$ cat config.mk
export PLATFORM = sky130hd
export DESIGN_NAME = tssa_ctrl
export DESIGN_NICKNAME = d
export VERILOG_FILES = /design/src/hw/rtl/two_stacks_shared_array_macros.svh /design/src/hw/rtl/tssa_pkg.sv /design/src/hw/rtl/tssa_ctrl.sv
export SDC_FILE = /design/constraint.sdc
export NUM_CORES = 1
export LEC_CHECK = 0
export ABC_AREA = 1
export ABC_CLOCK_PERIOD_IN_PS = 800
export BUFFER_PORTS_ARGS = -buffer_cell sky130_fd_sc_hd__buf_2
export CAP_MARGIN = 20
export CORE_AREA = 4 4 41 43
export CTS_BUF_LIST = sky130_fd_sc_hd__clkbuf_8
export DETAILED_ROUTE_END_ITERATION = 10
export DIE_AREA = 0 0 45 47
export PLACE_DENSITY = 0.43
export SLEW_MARGIN = 15
export SYNTH_ARGS = -nofsm -noshare
export SYNTH_HDL_FRONTEND = slang
export SYNTH_SLANG_ARGS = --single-unit
$ cat constraint.sdc
create_clock -name aclk -period 0.8 [get_ports aclk]
set_clock_uncertainty 0.05 [all_clocks]
set_input_delay 0.08 -clock aclk [delete_from_list [all_inputs] [get_ports aclk]]
set_output_delay 0.08 -clock aclk [all_outputs]
set_load 0.03 [all_outputs]
$ cat src/hw/rtl/two_stacks_shared_array_macros.svh
// ----------------------------------------------------------------------------
// two_stacks_shared_array_macros.svh
// Assertion macros for the two-stack block; compiled out with NO_ASSERTIONS.
// ----------------------------------------------------------------------------
`ifndef TWO_STACKS_SHARED_ARRAY_MACROS_SVH
`define TWO_STACKS_SHARED_ARRAY_MACROS_SVH

`ifndef NO_ASSERTIONS

// same-cycle implication
`define TSSA_ASSERT_IMPL(label, clk, rstn, ante, cons, msg) \
    label: assert property (@(posedge clk) disable iff (!(rstn)) (ante) |-> (cons)) \
        else $error(msg);

// next-cycle implication
`define TSSA_ASSERT_NEXT(label, clk, rstn, ante, cons, msg) \
    label: assert property (@(posedge clk) disable iff (!(rstn)) (ante) |=> (cons)) \
        else $error(msg);

`else

`define TSSA_ASSERT_IMPL(label, clk, rstn, ante, cons, msg)
`define TSSA_ASSERT_NEXT(label, clk, rstn, ante, cons, msg)

`endif

`endif

$ cat src/hw/rtl/tssa_pkg.sv
// ----------------------------------------------------------------------------
// tssa_pkg
// Types, codes and constants shared by the two-stack block.
// ----------------------------------------------------------------------------
package tssa_pkg;

    localparam int unsigned DEPTH_DEF = 1024;
    localparam int unsigned CNT_W     = 11;
    localparam int unsigned DATA_W    = 32;

    localparam logic [CNT_W-1:0] CAP_RESET = 11'd1024;

    localparam logic [1:0] CMD_PUSH_LO = 2'd0;
    localparam logic [1:0] CMD_PUSH_HI = 2'd1;
    localparam logic [1:0] CMD_POP_LO  = 2'd2;
    localparam logic [1:0] CMD_POP_HI  = 2'd3;

    localparam logic [1:0] STATUS_DONE  = 2'd0;
    localparam logic [1:0] STATUS_FULL  = 2'd1;
    localparam logic [1:0] STATUS_EMPTY = 2'd2;

    typedef struct packed {
        logic [1:0]               cmd;
        logic signed [DATA_W-1:0] push_value;
    } in_item_t;

    typedef struct packed {
        logic signed [DATA_W-1:0] pop_value;
        logic [1:0]               status;
    } out_item_t;

    // controller to datapath
    typedef struct packed {
        logic load;
        logic exec;
    } ctrl_cmd_t;

    typedef enum logic [2:0] {
        ST_IDLE = 3'b001,
        ST_EXEC = 3'b010,
        ST_RESP = 3'b100
    } ctrl_state_t;

endpackage

$ cat src/hw/rtl/tssa_ctrl.sv
// ----------------------------------------------------------------------------
// tssa_ctrl
// Request sequencer: take a request, run it on the datapath, hold the result.
// ----------------------------------------------------------------------------
module tssa_ctrl
    import tssa_pkg::*;
(
    input  logic      aclk,
    input  logic      aresetn,
    input  logic      s_valid,
    output logic      s_ready,
    output logic      m_valid,
    input  logic      m_ready,
    output ctrl_cmd_t ctrl_cmd
);

    ctrl_state_t state_reg, state_next;

    always_ff @(posedge aclk) begin
        if (!aresetn) begin
            state_reg <= ST_IDLE;
        end else begin
            state_reg <= state_next;
        end
    end

    always_comb begin
        state_next    = state_reg;
        s_ready       = 1'b0;
        m_valid       = 1'b0;
        ctrl_cmd.load = 1'b0;
        ctrl_cmd.exec = 1'b0;
        case (state_reg)
            ST_IDLE: begin
                s_ready = 1'b1;
                if (s_valid) begin
                    ctrl_cmd.load = 1'b1;
                    state_next    = ST_EXEC;
                end
            end
            ST_EXEC: begin
                ctrl_cmd.exec = 1'b1;
                state_next    = ST_RESP;
            end
            ST_RESP: begin
                m_valid = 1'b1;
                if (m_ready) begin
                    state_next = ST_IDLE;
                end
            end
            default: begin
                state_next = ST_IDLE;
            end
        endcase
    end

endmodule

==> results.json <==
{
  "outcome": "finished with violations",
  "violations": "negative setup slack",
  "maxSlewViolCount": 0,
  "worst_pin_slew_ns": 0.153,
  "portBuffers": 7,
  "die_h_um": 47,
  "setup_tns_ns": -1.41,
  "arrival_ns": 0.98,
  "synth_common_cells": "inv_1, dfxtp_1, nand3_1",
  "worstSetupPathType": "flop to output port",
  "regArea_um2": 68.8,
  "synth_top_cell_by_area": "dfxtp_1",
  "finalHoldViolations": 0,
  "cts_tree": "built",
  "drtIter0Drc": 1,
  "grt_usage_pct": 5.77,
  "die_w_um": 45,
  "crit_buf_inv": 1,
  "nNetsFinal": 44,
  "vdd_drop_max_mv": 1.17,
  "hpwl_um": 290,
  "grt_pass1_wl_um": 786,
  "yosys.area.top_type_share_pct": 35.3,
  "avgSynthCellArea_um2": 6.81,
  "rsz0062_at_grt": "yes",
  "powerDensity_nw_per_um2": 2230,
  "setup_viol": 7,
  "crit_chain": "nor2_4 > nand2_4 > nor2_4 > buf_6",
  "highest_layer": "met3",
  "cts.path.max_buffers": 2,
  "ys_top_cells_by_area": "dfxtp_1, inv_1, nand3_1",
  "leakage_nw": 0.182,
  "ys_seq_area_share_pct": 35.3,
  "core_um2": 1300,
  "cp_slowest_stage_delay_ns": 0.36,
  "crit_fanout": 4,
  "rows": 13,
  "clock_sinks": 3,
  "drive_gt1_share_pct": 71.8,
  "cp_top_family": "flip-flops",
  "yosys_register_bits": 3,
  "drcViolationCount": 0,
  "critPathRequiredTime_ns": 0.67,
  "synth-main-ff-cell": "dfxtp_1",
  "cts_root_buffer": "clkbuf_8",
  "async_flop_share_pct": 0,
  "multi_input_area_um2": 105,
  "dieArea_um2": 2120,
  "period_share_pct": 139,
  "hp-class": "primary input to flop",
  "wl_met2_um": 158,
  "max_freq_mhz": 901,
  "largest_reg_flops": 3,
  "start_util_pct": 13.1,
  "cap_viol_max_count": 0,
  "ant_nets": 0,
  "fillers": 160,
  "cp-start-kind": "flop",
  "yosysMostFrequentCell": "inv_1",
  "syn_inst": 25,
  "met3_length_um": 58,
  "wl_met1_um": 210,
  "cts_made_buffers": 3,
  "clk_latency_ns": 0.21,
  "netlist_area_um2": 170,
  "wl_per_cell_um": 7.91,
  "path_clk_slew_ns": 0.03,
  "vias_per_cell": 3.65,
  "ios": 8,
  "grt_max_degree": 6,
  "dr.pass1.iters": 2,
  "ctsHoldBuffers": 0,
  "cts-htree-levels": 1,
  "period_minus_slack_ns": 1.11,
  "routabilityCongestion": 0.631,
  "antenna_cells": 0,
  "wirelength_um": 427,
  "cpMaxStageDelayCell": "dfxtp_4",
  "yosysWarnings": 0,
  "crit_top_cell": "nor2_4",
  "yosysUniqueCellTypes": 13,
  "setup_ws_ns": -0.310,
  "p_total_uw": 807,
  "slew_headroom_pct": 89.8,
  "syn-num-nets": 29,
  "synthToLayoutAreaGrowth_pct": 113,
  "endpoint_kind": "output port",
  "grt_pass1_vias": 201,
  "synth_edf_count": 0,
  "antenna_found_initial": 0,
  "overflow": 0,
  "vias": 197
}
-- timing repair --
action,CTS,global route
endpoints found under the setup margin,7,7
pin swaps,3,0
resized for setup,11,0
setup buffers,3,1
-- logic make-up (layout without fill, tap and decap cells) --
family                 after synthesis  after routing  synth area share, %
buffers and inverters                9             23                 22.1
and+or+nand+nor                     12             12                 39.7
DFF                                  3              3                 35.3
AOI/OAI and AO/OA                    1              1                 2.94
-- placed cells by master, fill, tap and decap left out --
cell,instances
inv_1,5
buf_6,5
inv_2,4
nand3_1,3
clkbuf_8,3
buf_2,3
buf_4,3
nor2_4,2
nand2_1,2
dfxtp_4,2
nand3_2,1
nand2_4,1
nor3_4,1
nor2_1,1
nor3_2,1
a21oi_2,1
dfxtp_2,1
-- power by group --
group / switching [mW] / internal (mW) / total (mW) / leakage, nW
registers: 0.0259 / 0.164 / 0.190 / 0.0259
logic: 0.101 / 0.0918 / 0.193 / 0.130
clock network: 0.0980 / 0.327 / 0.425 / 0.0269
total: 0.225 / 0.582 / 0.807 / 0.182
-- routing by layer --
| metal | vias to the layer above | track usage, % |
|---|---|---|
| met5 | - | 0 |
| met2 | 10 | 6.78 |
| met1 | 83 | 7.05 |
| li1 | 104 | - |
| met3 | 0 | 5.75 |
| met4 | 0 | 1.75 |
-- metrics by stage --
stage | setup slack (ns) | util [%] | instance area, µm² | cells | hold slack [ns]
after floorplan | -0.0837 | - | 208 | 25 | 0.171
final | -0.310 | 27.8 | 362 | 54 | 0.0677
after CTS | -0.303 | 27.2 | 354 | 53 | 0.0668
after detailed placement | -0.177 | 19.5 | 254 | 46 | 0.292
after global routing | -0.360 | 27.8 | 362 | 54 | 0.0902
after global placement | -0.182 | 19.5 | 254 | 46 | 0.292
-- cell type report --
class                      instances  area share, %
tap                               15           5.19
clock buffer                       3           11.4
timing repair buffer              11           26.0
inverter                           8           8.30
clock inverter                     1           1.04
sequential                         3           19.0
multi-input combinational         13           29.1
-- path summary, 6_finish.rpt --
path / startpoint / end / slack [ns] / cells past startpoint
setup / recovery: state_reg[1] / ctrl_cmd[1] / -0.31 / 4
hold / removal: aresetn / state_reg[0] / 0.07 / 4
setup reg to reg: state_reg[1] / state_reg[0] / -0.21 / 7
hold reg to reg: state_reg[2] / state_reg[2] / 0.50 / 2
-- worst register-to-register path: stages (launching register included) --
cell and delay (ns):
dfxtp_4 0.38, nor2_4 0.05, buf_4 0.12, buf_4 0.12, nand3_1 0.06, nand2_1 0.05
inv_1 0.04, nand2_1 0.04
(Power assumes the default switching activity.)
